`src/rtl/pat2d_pkg.sv`:
```
// ---------------------------------------------------------------------------
// pat2d_pkg: shared types, constants and functions of the 2D point transform.
// Holds the register indexes, the payload records, the CORDIC arctangent
// table and the saturation helper used by every pipeline section.
// ---------------------------------------------------------------------------
package pat2d_pkg;

    localparam int DEF_FRAC_BITS  = 16;
    localparam int DEF_ANGLE_BITS = 16;
    localparam int CORDIC_STEPS   = 30;
    localparam int ROT_FRAC_BITS  = 30;

    localparam logic signed [33:0] CORDIC_X0 = 34'sd652032874;

    typedef enum logic [2:0] {
        CFG_ORIGIN_X = 3'd0,
        CFG_ORIGIN_Y = 3'd1,
        CFG_SCALE_X  = 3'd2,
        CFG_SCALE_Y  = 3'd3,
        CFG_ROTATION = 3'd4,
        CFG_SHIFT_X  = 3'd5,
        CFG_SHIFT_Y  = 3'd6
    } cfg_idx_t;

    typedef logic signed [67:0] wide_t;

    typedef struct packed {
        logic signed [31:0] x;
        logic signed [31:0] y;
        logic               sat;
    } pt_t;

    typedef struct packed {
        logic signed [31:0] cos_val;
        logic signed [31:0] sin_val;
    } trig_t;

    typedef struct packed {
        logic               clip;
        logic signed [31:0] val;
    } sat_t;

    function automatic sat_t sat32(input wide_t v);
        sat_t r;
        if (v > wide_t'(32'sh7FFFFFFF))
        begin
            r.clip = 1'b1;
            r.val  = 32'sh7FFFFFFF;
        end
        else if (v < wide_t'(-33'sh080000000))
        begin
            r.clip = 1'b1;
            r.val  = 32'sh80000000;
        end
        else
        begin
            r.clip = 1'b0;
            r.val  = v[31:0];
        end
        return r;
    endfunction

    function automatic logic signed [33:0] atan_step(input logic [4:0] i);
        logic signed [33:0] a;
        case (i)
            5'd0:    a = 34'sd536870912;
            5'd1:    a = 34'sd316933406;
            5'd2:    a = 34'sd167458907;
            5'd3:    a = 34'sd85004756;
            5'd4:    a = 34'sd42667331;
            5'd5:    a = 34'sd21354465;
            5'd6:    a = 34'sd10679838;
            5'd7:    a = 34'sd5340245;
            5'd8:    a = 34'sd2670163;
            5'd9:    a = 34'sd1335088;
            5'd10:   a = 34'sd667544;
            5'd11:   a = 34'sd333772;
            5'd12:   a = 34'sd166886;
            5'd13:   a = 34'sd83443;
            5'd14:   a = 34'sd41722;
            5'd15:   a = 34'sd20861;
            5'd16:   a = 34'sd10430;
            5'd17:   a = 34'sd5215;
            5'd18:   a = 34'sd2608;
            5'd19:   a = 34'sd1304;
            5'd20:   a = 34'sd652;
            5'd21:   a = 34'sd326;
            5'd22:   a = 34'sd163;
            5'd23:   a = 34'sd81;
            5'd24:   a = 34'sd41;
            5'd25:   a = 34'sd20;
            5'd26:   a = 34'sd10;
            5'd27:   a = 34'sd5;
            5'd28:   a = 34'sd3;
            5'd29:   a = 34'sd1;
            default: a = 34'sd0;
        endcase
        return a;
    endfunction

endpackage

```
`src/rtl/pat2d_cordic.sv`:
```
// ---------------------------------------------------------------------------
// pat2d_cordic: iterative sine and cosine of the configured rotation angle.
// One CORDIC micro-rotation per cycle, then a final step folds the quadrant
// back in. The results stay valid until the next load.
// ---------------------------------------------------------------------------
module pat2d_cordic (
    input  logic                clk,
    input  logic                rst_n,
    input  logic                load,
    input  logic [31:0]         angle,
    output logic                busy,
    output pat2d_pkg::trig_t    trig
);
    import pat2d_pkg::*;

    localparam logic [4:0] LAST_STEP = 5'(CORDIC_STEPS - 1);

    logic               run_reg, run_next;
    logic               fin_reg, fin_next;
    logic [4:0]         cnt_reg, cnt_next;
    logic               flip_reg;
    logic signed [33:0] x_reg, y_reg, z_reg;
    trig_t              trig_reg;

    logic               flip;
    logic [31:0]        angle_adj;
    logic signed [33:0] x_sh, y_sh, x_step, y_step, z_step;

    always_comb
    begin
        flip      = angle[31] ^ angle[30];
        angle_adj = {angle[31] ^ flip, angle[30:0]};
        x_sh      = x_reg >>> cnt_reg;
        y_sh      = y_reg >>> cnt_reg;
        if (!z_reg[33])
        begin
            x_step = x_reg - y_sh;
            y_step = y_reg + x_sh;
            z_step = z_reg - atan_step(cnt_reg);
        end
        else
        begin
            x_step = x_reg + y_sh;
            y_step = y_reg - x_sh;
            z_step = z_reg + atan_step(cnt_reg);
        end
    end

    always_comb
    begin
        run_next = run_reg;
        fin_next = 1'b0;
        cnt_next = cnt_reg;
        if (load)
        begin
            run_next = 1'b1;
            cnt_next = '0;
        end
        else if (run_reg)
        begin
            if (cnt_reg == LAST_STEP)
            begin
                run_next = 1'b0;
                fin_next = 1'b1;
            end
            else
            begin
                cnt_next = cnt_reg + 5'd1;
            end
        end
    end

    always_ff @(posedge clk or negedge rst_n)
    begin
        if (!rst_n)
        begin
            run_reg <= 1'b0;
            fin_reg <= 1'b0;
            cnt_reg <= '0;
        end
        else
        begin
            run_reg <= run_next;
            fin_reg <= fin_next;
            cnt_reg <= cnt_next;
        end
    end

    always_ff @(posedge clk)
    begin
        if (load)
        begin
            flip_reg <= flip;
            x_reg    <= CORDIC_X0;
            y_reg    <= '0;
            z_reg    <= 34'($signed(angle_adj));
        end
        else if (run_reg)
        begin
            x_reg <= x_step;
            y_reg <= y_step;
            z_reg <= z_step;
        end
        if (fin_reg)
        begin
            trig_reg.cos_val <= flip_reg ? 32'(-x_reg) : 32'(x_reg);
            trig_reg.sin_val <= flip_reg ? 32'(-y_reg) : 32'(y_reg);
        end
    end

    assign busy = run_reg | fin_reg;
    assign trig = trig_reg;

endmodule

```
`config.mk`:
```
export PLATFORM = sky130hd
export DESIGN_NAME = pat2d_cordic
export DESIGN_NICKNAME = d
export VERILOG_FILES = /design/src/rtl/pat2d_pkg.sv /design/src/rtl/pat2d_cordic.sv
export SDC_FILE = /design/constraint.sdc
export NUM_CORES = 1
export LEC_CHECK = 0
export BUFFER_PORTS_ARGS = -buffer_cell sky130_fd_sc_hd__buf_2
export CAP_MARGIN = 20
export CORE_MARGIN = 3
export CORE_UTILIZATION = 50
export CTS_BUF_LIST = sky130_fd_sc_hd__clkbuf_4
export DETAILED_ROUTE_END_ITERATION = 6
export PLACE_DENSITY = 0.67
export SLEW_MARGIN = 0
export SYNTH_ARGS = -nofsm -noshare
export SYNTH_HDL_FRONTEND = slang
export SYNTH_SLANG_ARGS = --single-unit
```
`constraint.sdc`:
```
create_clock -name clk -period 7.6 [get_ports clk]
set_clock_uncertainty 0.2 [all_clocks]
set_input_delay 0.76 -clock clk [delete_from_list [all_inputs] [get_ports clk]]
set_output_delay 0.76 -clock clk [all_outputs]
set_load 0.05 [all_outputs]
```
After elaboration in Yosys (flattened, before gate mapping)
Memory sizes are Yosys's and may differ from the RTL's.
Index checks and enable logic that the tools add are counted.
W data, S select, Z words.
- mux-type cells: 18
- equality and inequality tests: 2
- reductions and logical operators: 2
- add/sub/neg operators: 9
- shifts and indexed selects: 2
- bitwise logic cells: 3
- operators by type and width (operator ; number):
    $mux W34 ; 7
    $add A34 B34 Y34 ; 3
    $sub A34 B34 Y34 ; 3
    $sshr A34 B5 Y34 ; 2
    $mux W32 ; 2
    $neg A32 Y32 ; 2
    $mux W5 ; 3
    $mux W1 ; 6
    $add A5 B1 Y5 const B ; 1
    $eq A5 B5 Y1 const B ; 1
    $ne A2 B2 Y1 const B ; 1
    $reduce_and A2 Y1 ; 1
    $reduce_bool A2 Y1 ; 1
    $xor A1 B1 Y1 ; 2
    $or A1 B1 Y1 ; 1
- ROM bits: 1920
- memories: 2
- bits in registers: 174
- input port bits: 35
- word-level logic and storage cells: 47
- output and inout port bits: 65
- memory list (name ; depth ; width ; rd ports ; clocked after memory_dff ; wr ports ; line ; RTL):
    (name not given) ; 32 ; 30 ; 1 ; 0 ; 0 ; pat2d_pkg.sv:65 ; case (i)
    (name not given) ; 32 ; 30 ; 1 ; 0 ; 0 ; pat2d_pkg.sv:65 ;

Logic depth before layout (Yosys ltp)
Gate-level depths: netlist (run 1).
An unclocked memory read counts as a cell.
- depth in word-level cells: 6
- mapped depth: 31
- gate-level depth less buffers: 25

Least setup slack after synthesis (run 1)
No wires, ideal clock.
- kind: register to register
- from: register cnt_reg[1]
- to: register z_reg[32] (data pin)
- path buffers: 6
- slack: 843 ps
- data required time: 7264 ps
- library setup time: 136 ps
- cell stages (with the launch flop): 29
- period minus slack after synthesis: 6757 ps
- arrival time: 6421 ps
- cell sequence: dfrtp_1 -> buf_2 -> inv_1 -> buf_2 -> buf_2 -> buf_2 -> ha_1 -> clkbuf_1 -> nor2_1 -> o311ai_0 -> o21ai_0 -> nand4bb_1 -> or2_2 -> nor4_2 -> or2_2 -> buf_2 -> xor2_1 -> ha_1 -> a21o_1 -> a221oi_1 -> a21oi_1 -> a311oi_1 -> a211o_1 -> nand3_1 -> nand4_1 -> a21oi_1 -> o31a_1 -> or4b_2 -> nand3_1
- cells in the longest elaborated chain, start to end: 6
- elaborated cells between the ends (all ways): 9
- classes of those cells: add/sub (2); mux (5); memory (2)
- RTL lines (element ; line ; RTL):
    start, declared ; pat2d_cordic.sv:20 ; logic [4:0] cnt_reg, cnt_next;
    start signal, assigned ; pat2d_cordic.sv:85 ; cnt_reg <= cnt_next;
    $mem_v2 Z32 W30 ; -- ;
    $mux W34 ; pat2d_cordic.sv:35 ; if (!z_reg[33])
    $sub A34 B34 Y34 or $add A34 B34 Y34 (tied branches) ; pat2d_cordic.sv:39, pat2d_cordic.sv:45 ;
    $mux W34 (*) ; pat2d_cordic.sv:35 ;
    $mux W34 (*) ; pat2d_cordic.sv:98 ; else if (run_reg)
    $mux W34 (*) ; pat2d_cordic.sv:91 ; if (load)
    end signal, assigned ; pat2d_cordic.sv:96 ; z_reg <= 34'($signed(angle_adj));
    end signal, assigned ; pat2d_cordic.sv:102 ; z_reg <= z_step;
    end, declared ; pat2d_cordic.sv:22 ; logic signed [33:0] x_reg, y_reg, z_reg;
Every way passes the cells marked *; elsewhere a longest branch is shown, timed or not. The select of a mux whose other input is x is not followed.
A chain may end at the register's enable or synchronous reset.

Worst setup path in the final report (run 1)
- from: register cnt_reg[1]
- to: register x_reg[33]
- cells in the longest elaborated chain, start to end: 3
- elaborated cells between the ends (all ways): 4
- classes of those cells: add/sub (2); shift (1); mux (1)
- RTL lines (element ; line ; RTL):
    $sshr A34 B5 Y34 (*) ; pat2d_cordic.sv:34 ; y_sh = y_reg >>> cnt_reg;
    $sub A34 B34 Y34 or $add A34 B34 Y34 (tied branches) ; pat2d_cordic.sv:37, pat2d_cordic.sv:43 ;
    $mux W34 (*) ; pat2d_cordic.sv:35 ;
    end signal, assigned ; pat2d_cordic.sv:100 ; x_reg <= x_step;
    end, declared ; pat2d_cordic.sv:22 ;
Every way passes the cells marked *; elsewhere a longest branch is shown, timed or not.

==> results.json, run 1 <==
{
  "number_of_global_route_vias_before_repair": 18350,
  "timing.critical_path.to_type": "flip-flop",
  "clock_tree.buffer_depth": 2,
  "horizontal_die_dimension_um": 206.2,
  "tritoncts_num_sinks": 174,
  "vdd_ir_drop_max_mv": 0.2958,
  "place.port_buffers": 99,
  "fmax_ghz": 0.1426,
  "final.setup.tns_ns": 0,
  "drt_first_iter_violations": 1863,
  "worst_min_delay_path_category": "input port to flip-flop",
  "setup_viol": 0,
  "ctsHtreeMaxLevel": 4,
  "synthesis.area_per_instance_um2": 8.593,
  "synth_enable_flop_cells": 99,
  "area.sequential_um2": 4523,
  "global_route_wire_length_before_repair_um": 110400,
  "fillCellCount": 3627,
  "timing.slew.headroom_pct": 24.07,
  "crit_path_launch_type": "flip-flop",
  "cap_viol_max_count": 0,
  "core_area_um2": 39100,
  "crit_type": "flip-flop to flip-flop",
  "placedInstanceArea_um2": 21120,
  "mappedNetlistArea_um2": 20030,
  "yosys_most_used_dff": "edfxtp_1",
  "critical_path.reg2reg.startpoint": "cnt_reg[1]",
  "slew_violations": 0,
  "globalplace.congestion": 1.050,
  "globalRouteOverflowTotal": 0,
  "synth-seq-cells": 174,
  "critical-path-slowest-cell": "nor2_1",
  "cts_inserted_buffers": 17,
  "worst-path-max-fanout": 24,
  "die_area_um2": 42500,
  "totalWireLength_um": 72110,
  "post-route-drc-count": 0,
  "clk_transition_reported_paths_ns": 0.15,
  "synth_warnings": 0,
  "vias_per_cell": 6.571,
  "ctsResizeCount": 0,
  "largest_reg_flops": 64,
  "report.final.hold_viol_count": 0,
  "slowest_cell_delay_on_critical_path_ns": 0.88,
  "grt_start_max_net_pins": 73,
  "grt_antenna_before_repair": 2,
  "cts_tree": "built",
  "outcome": "completed",
  "timing_startpoint_of_the_critical_path": "cnt_reg[1]",
  "floorplan.initialDensity_pct": 51.23,
  "synth.top_cells.by_area": "edfxtp_1 15%, xnor2_1 7.8%, ha_1 7.1%",
  "first_pass_iteration_count_of_the_detailed_router": 6,
  "synth_nets": 2483,
  "fp-row-count": 72,
  "dp.final_hpwl_um": 54940,
  "cts.root.buffer_cell": "clkbuf_4",
  "worstPathArrival_ns": 7.48,
  "multi_input_area_um2": 14420,
  "yosys_top_cell_by_area": "edfxtp_1",
  "power.total_w": 0.01132,
  "post_synth_num_cell_types": 100,
  "path_common_cell": "nor2_1",
  "globalRouteTotalUtil_pct": 34.15,
  "ys_seq_area_share_pct": 22.51,
  "postSynth.asyncResetShare_pct": 4.023,
  "nNetsFinal": 2526,
  "cp.required_ns": 8.07,
  "finalWorstPathRequiredPeriod_ns": 7.013,
  "final_layout_size_suffix_gt1_share_pct": 17.05,
  "routed-via-count": 19100,
  "worst-slew-pin-transition_ns": 1.130,
  "critical_path.cell_chain": "nor2_1 -> o2bb2ai_1 -> nor3_1 -> a2111oi_2 -> and4_1 -> and3_1 -> and2_0 -> nor2_1 -> xnor2_1 -> ha_1 -> a211oi_1 -> o211ai_1 -> o21ai_0 -> buf_4 -> nor2_1 -> a31o_2 -> a31oi_1 -> buf_4 -> o211ai_1 -> a311oi_1 -> or4b_1 -> o21ai_1 -> mux2_1",
  "synthToLayoutAreaGrowth_pct": 7.646,
  "power.leakage_nw": 8.704,
  "powerDensity_nw_per_um2": 525.1,
  "netlist_instances": 2331,
  "period_share_pct": 92.28,
  "finalInstanceArea_um2": 21560,
  "design.portCount": 100,
  "min_from": "angle[24]",
  "fraction_of_post_synthesis_cell_area_in_the_top_cell_type_by_area_pct": 14.84,
  "rsz_0062_raised_after_global_routing": "false",
  "clock_latency_ns": 0.76,
  "wire_per_inst_um": 24.80,
  "ant_nets": 0,
  "dieHeight_um": 206.2
}
[final timing paths]
path	end	slack (ns)	cells after the start
max in group asynchronous	cnt_reg[2]	6.78	2
worst min register to register	trig[0]	0.40	0
worst min-delay path	z_reg[24]	0.08	3
worst max-delay path	x_reg[33]	0.59	23
worst max register to register	x_reg[33]	0.59	23
min in group asynchronous	fin_reg	0.19	2
[metrics by stage]
stage          hold WS, ns  utilization (%)  instances  setup slack (ns)
2_1_floorplan       0.2644                -       2331            0.8429
3_3_place_gp        0.3713            54.03       2856            0.7917
3_5_place_dp        0.3661            54.03       2856            0.5701
4_1_cts          0.0001730            55.06       2903            0.5308
5_1_grt            0.04316            55.15       2907            0.1162
6_report           0.08067            55.15       2907            0.5865
[Yosys cell counts (35+ instances only)]
cell and instances:
nand2_1 213, nor2_1 192, xnor2_1 179, a21oi_1 174, o21ai_0 143, clkbuf_1 118
ha_1 114, edfxtp_1 99, mux2i_1 98, dfxtp_1 68, mux4_2 63, mux2_2 62
inv_1 54, xor2_1 54, a21o_1 40, buf_2 35
[power by group]
group,internal (W),switching [W]
Sequential,0.00138,0.000546
Clock,0.000166,0.000367
Combinational,0.00398,0.00488
[critical path: cells and delay by family, from the launching register on]
| kind | cells | cell delay [ns] |
|---|---|---|
| adder cells (fa/ha/maj) | 1 | 0.29 |
| XOR/XNOR | 1 | 0.22 |
| buffers and inverters | 2 | 0.33 |
| flip-flops | 1 | 0.66 |
| AND/OR/NAND/NOR | 8 | 2.39 |
| AO/OA/AOI/OAI | 10 | 2.50 |
| multiplexers | 1 | 0.33 |
[placed cells by master, fill, tap and decap left out, types with 13 or more instances in the layout]
cell type      synthesis  routed
nand2_1              213     213
nor2_1               192     192
xnor2_1              179     179
a21oi_1              174     174
o21ai_0              143     143
ha_1                 114     114
edfxtp_1              99      99
mux2i_1               98      98
buf_2                 35      98
buf_4                  7      96
dfxtp_1               68      68
mux4_2                63      63
mux2_2                62      62
inv_1                 54      54
xor2_1                54      54
a21o_1                40      40
nor3_1                34      34
o22ai_1               33      33
nand3_1               31      31
o211ai_1              28      28
a31oi_1               28      28
a211oi_1              27      27
o31ai_1               27      27
nand2b_1              26      26
and3_1                25      25
nor2b_1               24      24
o21a_1                23      23
clkbuf_4               0      18
or2_2                 17      17
and2_1                16      16
dlygate4sd3_1          0      15
nand4_1               14      14
o21bai_1              13      13
[kinds of logic after synthesis]
family          share of synthesized area (%)
compound gates                          22.16
xor+xnor                                10.27
fa+ha+maj                               7.421
buf+inv                                 5.547
flops                                   22.51
mux                                     16.65
simple gates                            15.45
[cell type report]
type	count	share of cell area [%]
Sequential cell	174	20.98
Tap cell	518	3.006
Antenna cell	2	0.02321
Clock buffer	18	0.6267
Timing Repair Buffer	217	7.016
Multi-Input combinational cell	1909	66.85
Clock inverter	14	0.5397
Inverter	55	0.9575
[repair_timing]
action,in CTS,in global routing
hold buffers,15,0
setup buffers,0,1
endpoints found under the setup margin,0,1
endpoints found under the hold margin,21,0
[metal layers]
metal  global-route usage, %  up-vias  share of wire, %
met2                   55.91      888                47
met4                   17.53        0               5.2
li1                        -     8799                 -
met3                   6.221      196               7.6
met1                   43.17     9219                40
met5                       0        -                 0
Note: power is estimated with default switching activity, not from simulation.
==> run 2, diff against run 1 <==
Settings changed: ABC_AREA set to 1.
==> run 2 against run 1 <==
Compared with the run above: the run now ends with design-rule violations left; sequential share of layout area rose by 0.51 points; critical path depth rose by 3; non-clock buffer count fell by 64; register-to-register slack improved by 0.99 ns; cell area fell by 2.5%; via count rose by 12%; synthesized cell count rose by 35%; core utilization fell by 1.0 points; highest routed layer unchanged.
==> results.json, run 2 <==
{
  "outcome": "finished, violations left",
  "violations": "design-rule violations",
  "drt_first_iter_violations": 2230,
  "synthesis.area_per_instance_um2": 6.271,
  "ctsResizeCount": 0,
  "setup_viol": 0,
  "fmax_ghz": 0.1661,
  "postSynth.asyncResetShare_pct": 4.023,
  "timing.slew.headroom_pct": 46.36,
  "clock_tree.buffer_depth": 2,
  "yosys_most_used_dff": "edfxtp_1",
  "critical_path.reg2reg.startpoint": "cnt_reg[3]",
  "largest_reg_flops": 64,
  "number_of_global_route_vias_before_repair": 20130,
  "grt_util_met2_pct": 54.19,
  "cts_hold_buffers": 26,
  "fraction_of_post_synthesis_cell_area_in_the_top_cell_type_by_area_pct": 16.11,
  "core_area_um2": 38830,
  "worst_min_delay_path_category": "input port to flip-flop",
  "slew_violations": 0,
  "crit_path_launch_type": "flip-flop",
  "timing.critical_path.to_type": "flip-flop",
  "grt_util_met3_pct": 4.338,
  "finalWorstPathRequiredPeriod_ns": 6.021,
  "global_route_wire_length_before_repair_um": 110000,
  "yosys_top_cell_by_area": "nand2_1",
  "use_met1_pct": 45.41,
  "finalInstanceArea_um2": 21030,
  "synthToLayoutAreaGrowth_pct": 6.301,
  "dieHeight_um": 204.9,
  "dp.final_hpwl_um": 55070,
  "placedInstanceArea_um2": 20460,
  "post_synth_most_frequent_cells": "849 x nand2_1, 400 x nand3_1, 346 x inv_1",
  "final_layout_size_suffix_gt1_share_pct": 8.180,
  "synth_warnings": 0,
  "post-route-worst-setup-slack_ns": 1.579,
  "worstPathArrival_ns": 6.36,
  "report.final.hold_viol_count": 0,
  "min_from": "angle[21]",
  "dp_slack_ns": 1.656,
  "fp-row-count": 72,
  "post-route-drc-count": 1,
  "cts_tree": "built",
  "final.setup.tns_ns": 0,
  "cts_inserted_buffers": 17,
  "postCtsSetupRepairBufs": 0,
  "vias_per_cell": 5.744,
  "wire_per_inst_um": 18.89,
  "totalWireLength_um": 70590,
  "grt_start_max_net_pins": 77,
  "crit_type": "flip-flop to flip-flop",
  "cp.required_ns": 7.94,
  "routed-via-count": 21460,
  "worst_hold_slack_ns": 0.09171,
  "design.portCount": 100,
  "globalRouteOverflowTotal": 0,
  "synth_enable_flop_cells": 99,
  "grt_most_used_layer": "met2",
  "horizontal_die_dimension_um": 204.9,
  "cap_viol_max_count": 0,
  "worst-path-max-fanout": 36,
  "synth_nets": 3306,
  "first_pass_iteration_count_of_the_detailed_router": 7,
  "most_common_cell_in_the_netlist": "nand2_1",
  "layout.cells.most_common": "nand2_1",
  "worst-slew-pin-transition_ns": 0.8046,
  "clock_latency_ns": 0.80,
  "die_area_um2": 41980,
  "most-common-layout-cells": "849 x nand2_1, 400 x nand3_1, 345 x inv_1",
  "tritoncts_num_sinks": 174,
  "clk_transition_reported_paths_ns": 0.16,
  "mappedNetlistArea_um2": 19780,
  "post_synth_num_cell_types": 60,
  "ys_seq_area_share_pct": 22.80,
  "grt_antenna_before_repair": 2,
  "synth-seq-cells": 174,
  "period_share_pct": 79.22,
  "floorplan.initialDensity_pct": 50.94,
  "rsz_0062_raised_after_global_routing": "false",
  "cts.root.buffer_cell": "clkbuf_4",
  "synth.top_cells.by_area": "nand2_1 16%, edfxtp_1 15%, nand3_1 10%",
  "timing_startpoint_of_the_critical_path": "cnt_reg[3]",
  "ant_nets": 0,
  "ctsHtreeMaxLevel": 4,
  "globalRouteTotalUtil_pct": 33.39,
  "place.port_buffers": 99,
  "nNetsFinal": 3354,
  "netlist_instances": 3154,
  "globalplace.congestion": 1.021
}
run 2: worst max-delay path: stages (launching register included):
cell,delay (ns)
dfrtp_1,0.42
inv_2,0.52
nand2_2,0.34
inv_2,0.50
nand3_1,0.22
nand2_1,0.14
a21oi_1,0.10
ha_1,0.27
inv_1,0.08
nand2_1,0.07
xor2_1,0.19
inv_1,0.07
ha_1,0.37
nand2_1,0.09
o21ai_0,0.29
a21oi_1,0.14
o21ai_0,0.39
a21boi_0,0.15
inv_1,0.11
nand2_1,0.08
nand2_1,0.16
a21oi_1,0.12
o21ai_0,0.41
a21o_1,0.17
nand2_1,0.04
nand3_1,0.06
nand2_1,0.05
run 2: layout make-up:
type	count	area (µm²)
Fill cell	4025	17800
Multi-Input combinational cell	2494	13210
Sequential cell	174	4517
Inverter	362	1364
Timing Repair Buffer	153	978.4
Tap cell	518	648.1
Clock inverter	15	173.9
Clock buffer	17	127.6
Antenna cell	3	7.507
run 2: layer usage:
layer  up-vias  wire length [µm]
met5         -                 0
met4         0              2249
met3       146              5040
met2       902             31930
met1      9855             31370
li1      10560                 -
run 2: path summary, 6_finish.rpt:
kind,slack (ns),endpoint,depth (start not counted)
max,1.58,z_reg[28],26
max reg2reg,1.58,z_reg[28],26
max in group asynchronous,6.82,cnt_reg[4],2
min,0.09,z_reg[21],2
min in group asynchronous,0.15,run_reg,2
min reg2reg,0.41,trig[0],0
run 2: logic make-up (layout without fill, tap and decap cells):
logic type | after synthesis | count (layout) | synth area share (%)
AND/OR/NAND/NOR | 1686 | 1686 | 36.69
AO/OA/AOI/OAI | 511 | 511 | 14.61
flip-flops | 174 | 174 | 22.80
other | 0 | 3 | 0
adder cells (fa/ha/maj) | 117 | 117 | 7.515
buffers and inverters | 486 | 547 | 10.42
XOR/XNOR | 180 | 180 | 7.971
run 2: metrics by stage:
step / std cells / utilization, %
after floorplan: 3154 / -
after global placement: 3675 / 52.68
after detailed placement: 3675 / 52.68
after CTS: 3733 / 54.13
after global routing: 3736 / 54.15
final: 3736 / 54.15
Power of run 2 is left out: the tool's default activity adds up to more than one toggle a clock period on the data nets, which glitch-free logic cannot reach.
==> run 3, diff against run 2 <==
Settings changed: PLACE_DENSITY 0.67 to 0.7.
Clock period 7.6 ns to 5.4 ns, I/O delays scaled along.
==> run 3 against run 2 <==
Compared with the run above: largest cell class unchanged; core utilization rose by 3.5 points; sequential share of layout area fell by 1.3 points; worst setup slack got worse by 1.3 ns; highest routed layer is now met5; the flow now finishes without violations; critical path depth did not move; via count rose by 2.3%; first-iteration DRC count fell by 7.4%; register-to-register slack got worse by 1.3 ns.
==> results.json, run 3 (synthesis gave the netlist of run 2 again) <==
{
  "final_layout_size_suffix_gt1_share_pct": 12.69,
  "worst_min_delay_path_category": "input port to flip-flop",
  "first_pass_iteration_count_of_the_detailed_router": 6,
  "synthToLayoutAreaGrowth_pct": 13.12,
  "worstPathArrival_ns": 5.48,
  "routed-via-count": 21950,
  "placedInstanceArea_um2": 21200,
  "timing.slew.headroom_pct": 44.78,
  "largest_reg_flops": 64,
  "grt_antenna_before_repair": 3,
  "dieHeight_um": 204.9,
  "clock_tree.buffer_depth": 2,
  "worst-path-max-fanout": 5,
  "fp-row-count": 72,
  "cts_inserted_buffers": 17,
  "dp.final_hpwl_um": 55770,
  "post-route-worst-setup-slack_ns": 0.2526,
  "final_core_util_pct": 57.62,
  "globalRouteTotalUtil_pct": 33.49,
  "cap_viol_max_count": 0,
  "place.port_buffers": 99,
  "totalWireLength_um": 71700,
  "layout.cells.most_common": "nand2_1",
  "most-common-layout-cells": "843 x nand2_1, 400 x nand3_1, 344 x inv_1",
  "slew_violations": 0,
  "fillCellCount": 3850,
  "globalRouteOverflowTotal": 0,
  "post-route-drc-count": 0,
  "nNetsFinal": 3465,
  "period_share_pct": 95.32,
  "ant_nets": 0,
  "tritoncts_num_sinks": 174,
  "clock_latency_ns": 0.79,
  "clk_transition_reported_paths_ns": 0.16,
  "floorplan.initialDensity_pct": 50.94,
  "cts_tree": "built",
  "worst_path_buf_inv": 7,
  "report.final.hold_viol_count": 0,
  "global_route_wire_length_before_repair_um": 110400,
  "design.portCount": 100,
  "finalWorstPathRequiredPeriod_ns": 5.147,
  "dp_slack_ns": 0.1499,
  "crit_path_launch_type": "flip-flop",
  "r2r_setup_slack_ns": 0.25,
  "globalplace.congestion": 1.026,
  "setup_viol": 0,
  "wire_per_inst_um": 18.64,
  "ctsHtreeMaxLevel": 4,
  "slowest_cell_delay_on_critical_path_ns": 0.50,
  "timing.critical_path.to_type": "flip-flop",
  "rsz_0062_raised_after_global_routing": "true",
  "drt_first_iter_violations": 2064,
  "fmax_ghz": 0.1943,
  "horizontal_die_dimension_um": 204.9,
  "finalInstanceArea_um2": 22370,
  "core_area_um2": 38830,
  "path_common_cell": "buf_4",
  "cts.root.buffer_cell": "clkbuf_4",
  "cp_top_family": "simple AND/OR/NAND/NOR gates",
  "critical-path-slowest-cell": "dfrtp_2",
  "grt_start_max_net_pins": 77,
  "vias_per_cell": 5.707,
  "crit_type": "flip-flop to flip-flop",
  "number_of_global_route_vias_before_repair": 20350,
  "die_area_um2": 41980,
  "outcome": "completed",
  "worst-slew-pin-transition_ns": 0.8282,
  "cp.required_ns": 5.74
}
run 3: worst min-delay path: stages:
cell           delay [ns]
dlygate4sd3_1        0.51
buf_2                0.09
nand2_1              0.04
nand2_1              0.05
run 3: area by class of cell:
cell class	count	area [µm²]	area share [%]
Antenna cell	3	7.507	0.03355
Clock buffer	18	135.1	0.6040
Clock inverter	14	249.0	1.113
Inverter	362	1366	6.107
Multi-Input combinational cell	2494	13480	60.27
Sequential cell	174	4516	20.18
Tap cell	518	648.1	2.897
Timing Repair Buffer	264	1968	8.797
run 3: metal layers:
metal,GRT usage (%),up-vias,wire (µm)
met1,43.21,10130,30910
met2,54.71,886,32590
li1,-,10770,-
met3,5.943,168,4839
met5,0,-,11
met4,15.21,2,3347
run 3: repair_timing:
action,CTS,global route
endpoints found under the setup margin,0,43
hold buffers,36,0
hold endpoints to repair,44,0
resized for setup,0,91
buffers inserted,0,8
run 3: final timing paths:
kind	start	end	cells past startpoint
max	cnt_reg[1]	z_reg[30]	26
min	angle[25]	z_reg[25]	4
max reg2reg	cnt_reg[1]	z_reg[30]	26
min reg2reg	y_reg[0]	trig[0]	0
max in group asynchronous	rst_n	cnt_reg[1]	3
min in group asynchronous	rst_n	cnt_reg[3]	3
run 3: through the flow:
step / hold slack, ns / setup TNS, ns / cells
3_5_place_dp: 0.1984 / 0 / 3766
3_3_place_gp: 0.1959 / 0 / 3766
2_1_floorplan: 0.04441 / 0 / 3154
5_1_grt: 0.2785 / -0.2911 / 3847
4_1_cts: 0.2399 / 0 / 3834
6_report: 0.3355 / 0 / 3847
Power of run 3 is left out for the same reason.
